File: src/sv/esl_pkg.sv
// Package for the escape sequence lexer: token kinds, character constants,
// the token record and the character class functions.
// No dependencies.
package esl_pkg;

  localparam int unsigned CharW  = 8;
  localparam int unsigned PosW   = 16;
  localparam int unsigned KindW  = 4;
  localparam int unsigned TextW  = 32;
  localparam int unsigned LenW   = 3;
  localparam int unsigned CountW = 3;

  // Token kinds as carried in token_kind.
  localparam logic [KindW-1:0] KIND_LITERAL = 4'd0;
  localparam logic [KindW-1:0] KIND_SQUOTE  = 4'd1;
  localparam logic [KindW-1:0] KIND_DQUOTE  = 4'd2;
  localparam logic [KindW-1:0] KIND_BSLASH  = 4'd3;
  localparam logic [KindW-1:0] KIND_NL      = 4'd4;
  localparam logic [KindW-1:0] KIND_CR      = 4'd5;
  localparam logic [KindW-1:0] KIND_TAB     = 4'd6;
  localparam logic [KindW-1:0] KIND_BS      = 4'd7;
  localparam logic [KindW-1:0] KIND_FF      = 4'd8;
  localparam logic [KindW-1:0] KIND_BELL    = 4'd9;
  localparam logic [KindW-1:0] KIND_DOLLAR  = 4'd10;
  localparam logic [KindW-1:0] KIND_OCTAL   = 4'd11;
  localparam logic [KindW-1:0] KIND_HEX     = 4'd12;
  localparam logic [KindW-1:0] KIND_UNICODE = 4'd13;
  localparam logic [KindW-1:0] KIND_ERROR   = 4'd14;
  localparam logic [KindW-1:0] KIND_NONE    = 4'd0;

  localparam logic [CharW-1:0] CH_BSLASH = 8'h5C;
  localparam logic [CharW-1:0] CH_SQUOTE = 8'h27;
  localparam logic [CharW-1:0] CH_DQUOTE = 8'h22;
  localparam logic [CharW-1:0] CH_N      = 8'h6E;
  localparam logic [CharW-1:0] CH_R      = 8'h72;
  localparam logic [CharW-1:0] CH_T      = 8'h74;
  localparam logic [CharW-1:0] CH_B      = 8'h62;
  localparam logic [CharW-1:0] CH_F      = 8'h66;
  localparam logic [CharW-1:0] CH_A      = 8'h61;
  localparam logic [CharW-1:0] CH_DOLLAR = 8'h24;
  localparam logic [CharW-1:0] CH_ZERO   = 8'h30;
  localparam logic [CharW-1:0] CH_SEVEN  = 8'h37;
  localparam logic [CharW-1:0] CH_NINE   = 8'h39;
  localparam logic [CharW-1:0] CH_X      = 8'h78;
  localparam logic [CharW-1:0] CH_U      = 8'h75;
  localparam logic [CharW-1:0] CH_LC_A   = 8'h61;
  localparam logic [CharW-1:0] CH_LC_F   = 8'h66;
  localparam logic [CharW-1:0] CH_UC_A   = 8'h41;
  localparam logic [CharW-1:0] CH_UC_F   = 8'h46;

  localparam logic [LenW-1:0] LEN_NONE  = 3'd0;
  localparam logic [LenW-1:0] LEN_ONE   = 3'd1;
  localparam logic [LenW-1:0] LEN_SHORT = 3'd2;
  localparam logic [LenW-1:0] LEN_LONG  = 3'd4;

  typedef struct packed {
    logic [LenW-1:0]  text_length;
    logic [TextW-1:0] text_chars;
    logic [PosW-1:0]  token_column;
    logic [PosW-1:0]  token_line;
    logic [KindW-1:0] token_kind;
  } token_t;

  localparam int unsigned TokenW    = $bits(token_t);
  localparam int unsigned OutDataW  = ((TokenW + 7) / 8) * 8;
  localparam int unsigned InFieldsW = CharW + 2 * PosW;
  localparam int unsigned InDataW   = ((InFieldsW + 7) / 8) * 8;

  // Returns the simple escape kind for a character, or KIND_NONE.
  function automatic logic [KindW-1:0] simple_kind(input logic [CharW-1:0] c);
    logic [KindW-1:0] k;
    case (c)
      CH_SQUOTE: k = KIND_SQUOTE;
      CH_DQUOTE: k = KIND_DQUOTE;
      CH_BSLASH: k = KIND_BSLASH;
      CH_N:      k = KIND_NL;
      CH_R:      k = KIND_CR;
      CH_T:      k = KIND_TAB;
      CH_B:      k = KIND_BS;
      CH_F:      k = KIND_FF;
      CH_A:      k = KIND_BELL;
      CH_DOLLAR: k = KIND_DOLLAR;
      default:   k = KIND_NONE;
    endcase
    return k;
  endfunction

  function automatic logic is_octal(input logic [CharW-1:0] c);
    return (c >= CH_ZERO) && (c <= CH_SEVEN);
  endfunction

  function automatic logic is_hex(input logic [CharW-1:0] c);
    return ((c >= CH_ZERO) && (c <= CH_NINE)) ||
           ((c >= CH_LC_A) && (c <= CH_LC_F)) ||
           ((c >= CH_UC_A) && (c <= CH_UC_F));
  endfunction

endpackage

File: src/sv/escape_sequence_lexer.sv
// Top level of the escape sequence lexer.
// Instantiates esl_lexer and esl_out_buf; depends on esl_pkg.
//
// Usage:
//   Input stream (in_*): one source character per beat with its line and
//   column. Output stream (out_*): one token per beat, or none for a beat
//   that opens or continues an escape or is an unknown escape letter.
//   A plain character gives a literal token; a backslash followed by a
//   simple escape letter gives that escape token; \0, \x and \u collect
//   two, two or four raw characters and give an octal, hex, unicode or
//   error token positioned at the backslash.
// Output: the token that a beat completes is written into the result buffer
//   when that beat is accepted, and out_tvalid shows the output register.
// Throughput: one character per cycle, sustained, as long as the receiver
//   takes tokens; the lexer next state is combinational logic on its registers.
// Reset: rst_n low for one clock returns the lexer to idle and empties the
//   result buffer; in_tready is high right after reset.
// Stall: a result register and a skid register hold up to two tokens; when
//   both are full in_tready drops until the receiver takes a token. A
//   partly collected escape waits indefinitely for its remaining characters.
module escape_sequence_lexer (
  input  logic                          clk,
  input  logic                          rst_n,
  input  logic                          in_tvalid,
  output logic                          in_tready,
  // [7:0] char_code, [23:8] line_number, [39:24] column_number
  input  logic [esl_pkg::InDataW-1:0]   in_tdata,
  output logic                          out_tvalid,
  input  logic                          out_tready,
  // [3:0] token_kind, [19:4] token_line, [35:20] token_column,
  // [67:36] text_chars, [70:68] text_length, [71] zero
  output logic [esl_pkg::OutDataW-1:0]  out_tdata
);

  logic            in_accept;
  logic            can_push;
  logic            tok_valid;
  esl_pkg::token_t tok;
  esl_pkg::token_t out_tok;

  assign in_tready = can_push;
  assign in_accept = in_tvalid & can_push;

  esl_lexer u_lexer (
    .clk           (clk),
    .rst_n         (rst_n),
    .char_accept   (in_accept),
    .char_code     (in_tdata[esl_pkg::CharW-1:0]),
    .line_number   (in_tdata[esl_pkg::CharW +: esl_pkg::PosW]),
    .column_number (in_tdata[esl_pkg::CharW + esl_pkg::PosW +: esl_pkg::PosW]),
    .tok_valid     (tok_valid),
    .tok           (tok)
  );

  esl_out_buf u_out_buf (
    .clk       (clk),
    .rst_n     (rst_n),
    .push      (in_accept & tok_valid),
    .push_tok  (tok),
    .can_push  (can_push),
    .out_valid (out_tvalid),
    .out_ready (out_tready),
    .out_tok   (out_tok)
  );

  assign out_tdata = {{(esl_pkg::OutDataW - esl_pkg::TokenW){1'b0}}, out_tok};

endmodule

File: src/sv/esl_lexer.sv
// Lexer state machine: holds the escape state and builds at most one token
// per accepted character. Depends on esl_pkg.
module esl_lexer (
  input  logic                clk,
  input  logic                rst_n,
  input  logic                char_accept,
  input  logic [esl_pkg::CharW-1:0] char_code,
  input  logic [esl_pkg::PosW-1:0]  line_number,
  input  logic [esl_pkg::PosW-1:0]  column_number,
  output logic                tok_valid,
  output esl_pkg::token_t     tok
);

  typedef enum logic [1:0] {
    MODE_IDLE   = 2'd0,
    MODE_ESCAPE = 2'd1,
    MODE_DIGITS = 2'd2
  } mode_t;

  typedef enum logic [1:0] {
    DK_OCTAL   = 2'd0,
    DK_HEX     = 2'd1,
    DK_UNICODE = 2'd2
  } digit_kind_t;

  mode_t                           mode_r, mode_nxt;
  digit_kind_t                     dkind_r, dkind_nxt;
  logic [esl_pkg::CountW-1:0]      seen_r, seen_nxt;
  logic [esl_pkg::TextW-1:0]       buf_r, buf_nxt;
  logic                            dvalid_r, dvalid_nxt;
  logic [esl_pkg::PosW-1:0]        sline_r, sline_nxt;
  logic [esl_pkg::PosW-1:0]        scol_r, scol_nxt;

  logic [esl_pkg::KindW-1:0]       skind;
  logic [esl_pkg::CountW-1:0]      seen_inc;
  logic [esl_pkg::LenW-1:0]        need;
  logic                            digit_ok;
  logic [esl_pkg::TextW-1:0]       buf_ins;

  always_comb begin
    skind    = esl_pkg::simple_kind(char_code);
    seen_inc = seen_r + 3'd1;
    need     = (dkind_r == DK_OCTAL || dkind_r == DK_HEX) ? esl_pkg::LEN_SHORT
                                                          : esl_pkg::LEN_LONG;
    digit_ok = (dkind_r == DK_OCTAL) ? esl_pkg::is_octal(char_code)
                                     : esl_pkg::is_hex(char_code);
    // The new raw character lands in the byte lane given by the count.
    buf_ins  = buf_r | ({24'd0, char_code} << {seen_r[1:0], 3'b000});

    mode_nxt   = mode_r;
    dkind_nxt  = dkind_r;
    seen_nxt   = seen_r;
    buf_nxt    = buf_r;
    dvalid_nxt = dvalid_r;
    sline_nxt  = sline_r;
    scol_nxt   = scol_r;

    tok_valid        = 1'b0;
    tok.token_kind   = esl_pkg::KIND_LITERAL;
    tok.token_line   = line_number;
    tok.token_column = column_number;
    tok.text_chars   = {24'd0, char_code};
    tok.text_length  = esl_pkg::LEN_ONE;

    unique case (mode_r)
      MODE_ESCAPE: begin
        tok.token_line   = sline_r;
        tok.token_column = scol_r;
        tok.text_chars   = '0;
        tok.text_length  = esl_pkg::LEN_NONE;
        tok.token_kind   = skind;
        seen_nxt   = '0;
        buf_nxt    = '0;
        dvalid_nxt = 1'b1;
        if (skind != esl_pkg::KIND_NONE) begin
          tok_valid = 1'b1;
          mode_nxt  = MODE_IDLE;
          dkind_nxt = DK_OCTAL;
        end else if (char_code == esl_pkg::CH_ZERO) begin
          mode_nxt  = MODE_DIGITS;
          dkind_nxt = DK_OCTAL;
        end else if (char_code == esl_pkg::CH_X) begin
          mode_nxt  = MODE_DIGITS;
          dkind_nxt = DK_HEX;
        end else if (char_code == esl_pkg::CH_U) begin
          mode_nxt  = MODE_DIGITS;
          dkind_nxt = DK_UNICODE;
        end else begin
          // Unknown escape letter: drop it silently.
          mode_nxt  = MODE_IDLE;
          dkind_nxt = DK_OCTAL;
        end
      end
      MODE_DIGITS: begin
        tok.token_line   = sline_r;
        tok.token_column = scol_r;
        tok.text_chars   = buf_ins;
        tok.text_length  = need;
        if (!dvalid_r || !digit_ok) begin
          tok.token_kind = esl_pkg::KIND_ERROR;
        end else if (dkind_r == DK_OCTAL) begin
          tok.token_kind = esl_pkg::KIND_OCTAL;
        end else if (dkind_r == DK_HEX) begin
          tok.token_kind = esl_pkg::KIND_HEX;
        end else begin
          tok.token_kind = esl_pkg::KIND_UNICODE;
        end
        if (seen_inc >= need) begin
          tok_valid  = 1'b1;
          mode_nxt   = MODE_IDLE;
          dkind_nxt  = DK_OCTAL;
          seen_nxt   = '0;
          buf_nxt    = '0;
          dvalid_nxt = 1'b1;
        end else begin
          seen_nxt   = seen_inc;
          buf_nxt    = buf_ins;
          dvalid_nxt = dvalid_r & digit_ok;
        end
      end
      default: begin
        dkind_nxt  = DK_OCTAL;
        seen_nxt   = '0;
        buf_nxt    = '0;
        dvalid_nxt = 1'b1;
        if (char_code == esl_pkg::CH_BSLASH) begin
          mode_nxt  = MODE_ESCAPE;
          sline_nxt = line_number;
          scol_nxt  = column_number;
        end else begin
          mode_nxt  = MODE_IDLE;
          tok_valid = 1'b1;
        end
      end
    endcase
  end

  always_ff @(posedge clk) begin
    if (!rst_n) begin
      mode_r   <= MODE_IDLE;
      dkind_r  <= DK_OCTAL;
      seen_r   <= '0;
      buf_r    <= '0;
      dvalid_r <= 1'b1;
      sline_r  <= '0;
      scol_r   <= '0;
    end else if (char_accept) begin
      mode_r   <= mode_nxt;
      dkind_r  <= dkind_nxt;
      seen_r   <= seen_nxt;
      buf_r    <= buf_nxt;
      dvalid_r <= dvalid_nxt;
      sline_r  <= sline_nxt;
      scol_r   <= scol_nxt;
    end
  end

endmodule

File: src/sv/esl_out_buf.sv
// Two-entry result buffer: an output register plus a skid register, so the
// input side can still push one more token after the receiver stalls.
// Depends on esl_pkg.
module esl_out_buf (
  input  logic            clk,
  input  logic            rst_n,
  input  logic            push,
  input  esl_pkg::token_t push_tok,
  output logic            can_push,
  output logic            out_valid,
  input  logic            out_ready,
  output esl_pkg::token_t out_tok
);

  logic            main_valid_r;
  logic            skid_valid_r;
  esl_pkg::token_t main_r;
  esl_pkg::token_t skid_r;
  logic            pop;

  assign pop       = main_valid_r & out_ready;
  assign can_push  = ~skid_valid_r;
  assign out_valid = main_valid_r;
  assign out_tok   = main_r;

  always_ff @(posedge clk) begin
    if (!rst_n) begin
      main_valid_r <= 1'b0;
      skid_valid_r <= 1'b0;
    end else if (skid_valid_r) begin
      if (pop) begin
        main_valid_r <= 1'b1;
        skid_valid_r <= 1'b0;
      end
    end else if (push) begin
      if (!main_valid_r || pop) begin
        main_valid_r <= 1'b1;
      end else begin
        skid_valid_r <= 1'b1;
      end
    end else if (pop) begin
      main_valid_r <= 1'b0;
    end
  end

  always_ff @(posedge clk) begin
    if (skid_valid_r) begin
      if (pop) begin
        main_r <= skid_r;
      end
    end else if (push) begin
      if (!main_valid_r || pop) begin
        main_r <= push_tok;
      end else begin
        skid_r <= push_tok;
      end
    end
  end

endmodule

File: config.mk
export PLATFORM = sky130hd
export DESIGN_NAME = escape_sequence_lexer
export DESIGN_NICKNAME = d
export VERILOG_FILES = /design/src/sv/esl_pkg.sv /design/src/sv/escape_sequence_lexer.sv /design/src/sv/esl_lexer.sv /design/src/sv/esl_out_buf.sv
export SDC_FILE = /design/constraint.sdc
export NUM_CORES = 1
export LEC_CHECK = 0
export BUFFER_PORTS_ARGS = -buffer_cell sky130_fd_sc_hd__buf_2
export CORE_UTILIZATION = 45
export DETAILED_ROUTE_END_ITERATION = 10
export MAX_ROUTING_LAYER = met4
export PLACE_DENSITY = 0.67
export SETUP_SLACK_MARGIN = 0.02
export SLEW_MARGIN = 20
export SYNTH_ARGS = -nofsm -noshare
export SYNTH_HDL_FRONTEND = slang
export SYNTH_SLANG_ARGS = --single-unit
File: constraint.sdc
create_clock -name clk -period 9.6 [get_ports clk]
set_input_delay 0.96 -clock clk [delete_from_list [all_inputs] [get_ports clk]]
set_output_delay 0.96 -clock clk [all_outputs]
set_load 0.01 [all_outputs]
Word level (Yosys, flattened, before mapping)

Index checks and enable logic that the tools add are counted.

Bits in registers: 216
Input bits: 44
Output and inout bits: 74
Word-level logic and storage cells: 120

Add/subtract/negate cells: 1
Magnitude comparators: 8
Equality and inequality tests: 19
Shift-type cells: 1
Mux-type cells: 41
Bitwise logic cells: 8
Reductions and logical operators: 23

Operators with widths:

| operator                                                           | number |
|---|---|
| two-way mux 71 bit                                                 | 4 |
| one-hot mux 71 bit (2 select lines)                                | 1 |
| == test 8 x 7 -> 1 bit (second input constant)                     | 9 |
| two-way mux 32 bit                                                 | 2 |
| one-hot mux 4 bit (10 select lines)                                | 1 |
| == test 8 x 6 -> 1 bit (second input constant)                     | 4 |
| OR 32 bit                                                          | 1 |
| << shifter 8 x 5 -> 32 bit                                         | 1 |
| two-way mux 1 bit                                                  | 17 |
| greater-or-equal comparator 8 x 7 -> 1 bit (second input constant) | 2 |
| <= comparator 8 x 6 -> 1 bit (second input constant)               | 2 |
| <= comparator 8 x 7 -> 1 bit (second input constant)               | 2 |
| two-way mux 2 bit                                                  | 8 |
| AND reduction 3 bit                                                | 4 |
| two-way mux 3 bit                                                  | 3 |
| greater-or-equal comparator 8 x 6 -> 1 bit (second input constant) | 1 |
| two-way mux 4 bit                                                  | 2 |
| one-hot mux 2 bit (2 select lines)                                 | 2 |
| nonzero test 2 bit                                                 | 3 |
| logical OR 1 bit                                                   | 5 |
| AND 1 bit                                                          | 4 |
| == test 2 x 1 -> 1 bit (second input constant)                     | 2 |
| logical AND 1 bit                                                  | 4 |
| nonzero test 4 bit                                                 | 1 |
| 12 further kinds                                                   | 16 |

Logic depth before layout (Yosys ltp)

Depth in word-level cells: 12
Gate-level depth with buffers: 10

Modules after synthesis

From an unflattened synthesis, not the netlist that was laid out.

Cells, all modules: 721
Area total of the unflattened synthesis: 9108.7 um^2

By module, submodules not included:

| module                | instances | cells an instance | area each (um^2) | seq. area each (um^2) |
|---|---|---|---|---|
| esl_out_buf           | 1         | 235               | 5241.3           | 4304.1 |
| esl_lexer             | 1         | 482               | 3843.7           | 1441.4 |
| escape_sequence_lexer | 1         | 4                 | 23.8             | 0.0 |

Least setup slack after synthesis

OpenSTA, ideal clock, no wires.

Path type: input-to-reg
Start point: input out_tready
End point: register u_out_buf.main_r (netlist bit u_out_buf.out_tok[0]), enable pin
Setup time: 609 ps
Data arrival time: 6337 ps
Required time: 8991 ps
Setup slack: 2655 ps
Cell stages on the path: 2
Cell sequence: inv_1 > o32ai_1

Cells in the longest elaborated chain, start to end: 4
Elaborated cells between the ends (all ways): 5
Those cells by class: 1 x eq/ne; 1 x bitwise; 3 x reduce/logical

Ends and longest elaborated chain:

| what                            | line                        | RTL |
|---|---|---|
| start, declared                 | escape_sequence_lexer.sv:29 | `input logic out_tready,` |
| AND 1 bit *                     | esl_out_buf.sv:21           | `assign pop = main_valid_r & out_ready;` |
| logical OR 1 bit                | esl_out_buf.sv:52           | `if (!main_valid_r \|\| pop) begin` |
| nonzero test 2 bit (no line)    | -                           |  |
| AND reduction 3 bit (no line) * | -                           |  |
| end signal, assigned            | esl_out_buf.sv:49           | `main_r <= skid_r;` |
| end signal, assigned            | esl_out_buf.sv:53           | `main_r <= push_tok;` |
| end, declared                   | esl_out_buf.sv:17           | `esl_pkg::token_t main_r;` |

Every way passes the cells marked *; elsewhere a longest branch is shown, timed or not.
A chain may end at the register's enable or synchronous reset.

Final worst setup path

Start point: input in_tdata[1] in the netlist's numbering
End point: register u_out_buf.main_r (netlist bit u_out_buf.out_tok[69]), enable pin

Cells in the longest elaborated chain, start to end: 8
Elaborated cells between the ends (all ways): 18
Those cells by class: 10 x eq/ne; 4 x mux; 1 x bitwise; 3 x reduce/logical

Ends and longest elaborated chain:

| what                                                 | line                        | RTL |
|---|---|---|
| start, declared                                      | escape_sequence_lexer.sv:27 | `input logic [esl_pkg::InDataW-1:0] in_tdata,` |
| == test 8 x 6 -> 1 bit, or another cell as far along | esl_pkg.sv:72               | `case (c)` |
| one-hot mux 4 bit (10 select lines)                  | esl_pkg.sv:72               |  |
| nonzero test 4 bit                                   | esl_lexer.sv:75             | `if (skind != esl_pkg::KIND_NONE) begin` |
| two-way mux 1 bit                                    | esl_lexer.sv:75             |  |
| one-hot mux 1 bit (2 select lines) *                 | esl_lexer.sv:65             | `unique case (mode_r)` |
| AND 1 bit *                                          | escape_sequence_lexer.sv:58 | `.push (in_accept & tok_valid),` |
| nonzero test 2 bit (no line) *                       | -                           |  |
| AND reduction 3 bit (no line) *                      | -                           |  |

Marks and branches as above.

==> results.toml <==
[status]
status = "complete, no violations"

[critical_path]
worstPathRequired_ns = 9.72
worstPathCellList = "buf_2 > or4bb_1 > a31o_1 > o211ai_2 > o311ai_4 > o32ai_4 > buf_4"
end_kind = "register"
cp.arrival_ns = 3.41
crit_slowest_cell = "buf_4"
setup.worst_path.start_class = "input port"
cp_top_family = "buffers and inverters"
classification_of_the_worst_setup_path = "input port to register"
worstPathBufferInverterCount = 2
critical_path.max_stage_delay_ns = 0.73
worstPathMaxFanout = 71

[place]
numPlacedInstances = 1112
post_dp_cell_area_um2 = 9931
port-buffer-count = 116
gp_congestion = 0.8286
dp.final_hpwl_um = 12060

[synthesis]
postSynthCellCount = 783
synth.most_common_cell = "edfxtp_1"
synth_edf_count = 142
postSynth.asyncResetShare_pct = 0
synth_top_cell_by_area = "edfxtp_1"
synth.top_cells.by_area = "edfxtp_1 (46%), dfxtp_1 (16%), mux2_2 (5.2%)"
netlist.area_leader.share_pct = 46.20
synth_sequential_area_ratio_pct = 62.25
yosys-top-cells-count = "edfxtp_1 (142), nand2_1 (107), dfxtp_1 (74)"
synthesis.area_um2 = 9230
yosys.cell_types.count = 64
synthFlopType = "edfxtp_1"
mappedNetlistNets = 832
synth-warning-count = 0
total_of_flip_flops_plus_latches_after_synthesis = 216
syn_area_per_cell_um2 = 11.79

[clocking]
cts.sink_count = 216
cts_max_path_buffers = 3
htreeDepth = 1
cts-resized-gates = 0
clock_tree_from_tritoncts = "built"
cts_hold_buf = 0
worst_skew_pair.late_latency_ns = 0.51
cts_made_buffers = 23
clkTransAtPathRegs_ns = 0.06
cts.repair_timing.setup_buffer_count = 0
clock_tree.root_cell = "clkbuf_16"

[floorplan]
row_count = 52
ioPinCount = 118
core_area_um2 = 20170
initial_core_util_pct = 45.76
fp.dieArea_um2 = 21090
die_w_um = 145.2
dieHeight_um = 145.2

[power]
peakVddDrop_mv = 0.1217
total_leakage_power_nw = 3.721
pwr-share-comb_pct = 7.3
clkPwrFrac_pct = 40.3
power_frac_seq_pct = 52.4
total_switching_power_uw = 444.3
power-per-cell-area_nw_per_um2 = 187.8
p_sw_share_pct = 22.31
cellInternalPower_mw = 1.547

[detailed_routing]
vias_per_cell = 5.421
wl_per_cell_um = 17.15
routed-via-count = 6256
drc = 0
drt-initial-drc-count = 458
drt.antenna.violating_nets = 0
total_iterations_of_the_first_detailed_routing_run = 5
postRouteWirelength_um = 19800

[layout]
layout.nets = 916
drive_above_1_share_pct = 23.64
post_layout_nonfiller_instances = 1154
syn_to_final_growth_pct = 14.91
final_design_area_no_fill_um2 = 10610
num_antenna_cells = 0

[timing]
clock_period_minus_final_worst_setup_slack_ns = 3.283
rsz_0062_raised_after_global_routing = "false"
fin_skew_ns = 0.01506
finalSetupViolations = 0
timing.max_slew.rel_slack_pct = 33.93
period_share_pct = 34.20
final.setup.tns_ns = 0
report.final.slew_viol_count = 0
final_hold_viol_count = 0
worst_hold_slack_ns = 0.4494
worst-slew-pin-transition_ns = 0.9911
achievable_frequency_mhz = 304.6

[global_route]
grt-ovfl-total = 0
grt.total_usage_pct = 19.21
grt_first_pass_wirelength_um = 31840
number_of_antenna_violations_at_the_first_check_in_global_routing = 0
grt_start_max_net_pins = 72
grt_pass1_vias = 5908

[min_path]
worstHoldPathType = "register to register"

[job]
cap_violations = 0
[tightest hold or removal path: stages, from the launching register on]
cell and delay (ns):
dfxtp_1 0.30, nand2_1 0.05, a21boi_1 0.05
[logic make-up after synthesis]
| kind of cell | count (synthesis) | synth area share [%] |
|---|---|---|
| and+or+nand+nor | 242 | 12.48 |
| DFF | 216 | 62.25 |
| AOI/OAI and AO/OA | 196 | 15.07 |
| buffers and inverters | 75 | 3.741 |
| muxes | 44 | 5.354 |
| adders and majority gates | 5 | 0.6778 |
| xor gates and xnor gates | 4 | 0.3796 |
| other | 1 | 0.04063 |
[through the flow]
stage,utilization [%],power (mW),setup slack [ns]
global placement,49.24,1.207,5.831
CTS,52.59,2.012,6.292
floorplan,-,1.158,2.655
detailed placement,49.24,1.210,5.789
finish,52.59,1.992,6.317
global route,52.59,2.063,6.067
[per-layer routing]
layer | track usage, % | part of all wire (%) | wire length, um | vias to the layer above
met5 | - | 0 | 0 | -
met4 | 4.368 | 1.4 | 273 | 0
met3 | 2.547 | 5.0 | 991 | 24
met2 | 29.64 | 46 | 9149 | 168
met1 | 27.04 | 47 | 9381 | 3023
li1 | - | - | - | 3041
[sequential cells by signal, summed over array words and instances, names as in the netlist]
| register | count |
|---|---|
| u_lexer.dvalid_r | 1 |
| u_lexer.scol_r | 16 |
| u_lexer.dkind_r | 2 |
| u_out_buf.out_tok | 71 |
| u_lexer.buf_r | 32 |
| u_out_buf.out_valid | 1 |
| u_lexer.sline_r | 16 |
| u_lexer.mode_r | 2 |
| u_out_buf.skid_r | 71 |
| u_lexer.seen_r | 3 |
| u_out_buf.skid_valid_r | 1 |
[power by group through the flow]
stage               clock [mW]  sequential, mW  combinational [mW]
global placement             0            1.06               0.144
global route             0.858            1.05               0.157
floorplan                    0            1.08              0.0808
detailed placement           0            1.06               0.146
CTS                      0.821            1.04               0.147
finish                   0.802            1.04               0.145
[final cells by class]
| class | count | area (um^2) |
|---|---|---|
| Clock inverter | 6 | 31.28 |
| Sequential cell | 216 | 5747 |
| Timing Repair Buffer | 123 | 633.1 |
| Inverter | 11 | 41.29 |
| Multi-Input combinational cell | 492 | 3172 |
| Tap cell | 270 | 337.8 |
| Fill cell | 1805 | 9563 |
| Clock buffer | 36 | 644.4 |
[placed cells by master, fill, tap and decap left out, types with 7 or more instances in the layout]
| master | instances |
|---|---|
| clkbuf_16 | 23 |
| buf_4 | 7 |
| clkbuf_1 | 11 |
| nor2_1 | 70 |
| buf_2 | 116 |
| edfxtp_1 | 142 |
| inv_1 | 10 |
| nand3_1 | 8 |
| nand2_1 | 107 |
| a21oi_1 | 59 |
| mux2_2 | 43 |
| nor2b_1 | 7 |
| o31ai_1 | 30 |
| dfxtp_1 | 73 |
| a21boi_1 | 30 |
| a22o_1 | 39 |
[path summary, 6_finish.rpt]
check	cells after the start	slack (ns)	to	from
setup reg to reg	7	6.35	u_out_buf.out_tok[69]$_DFFE_PP_	u_lexer.mode_r[0]$_SDFFE_PN0P_
hold reg to reg	2	0.45	u_lexer.sline_r[2]$_SDFFE_PN0P_	u_lexer.sline_r[2]$_SDFFE_PN0P_
hold / removal	2	0.45	u_lexer.sline_r[2]$_SDFFE_PN0P_	u_lexer.sline_r[2]$_SDFFE_PN0P_
setup / recovery	7	6.32	u_out_buf.out_tok[69]$_DFFE_PP_	in_tdata[1]
(Power assumes the default switching activity.)
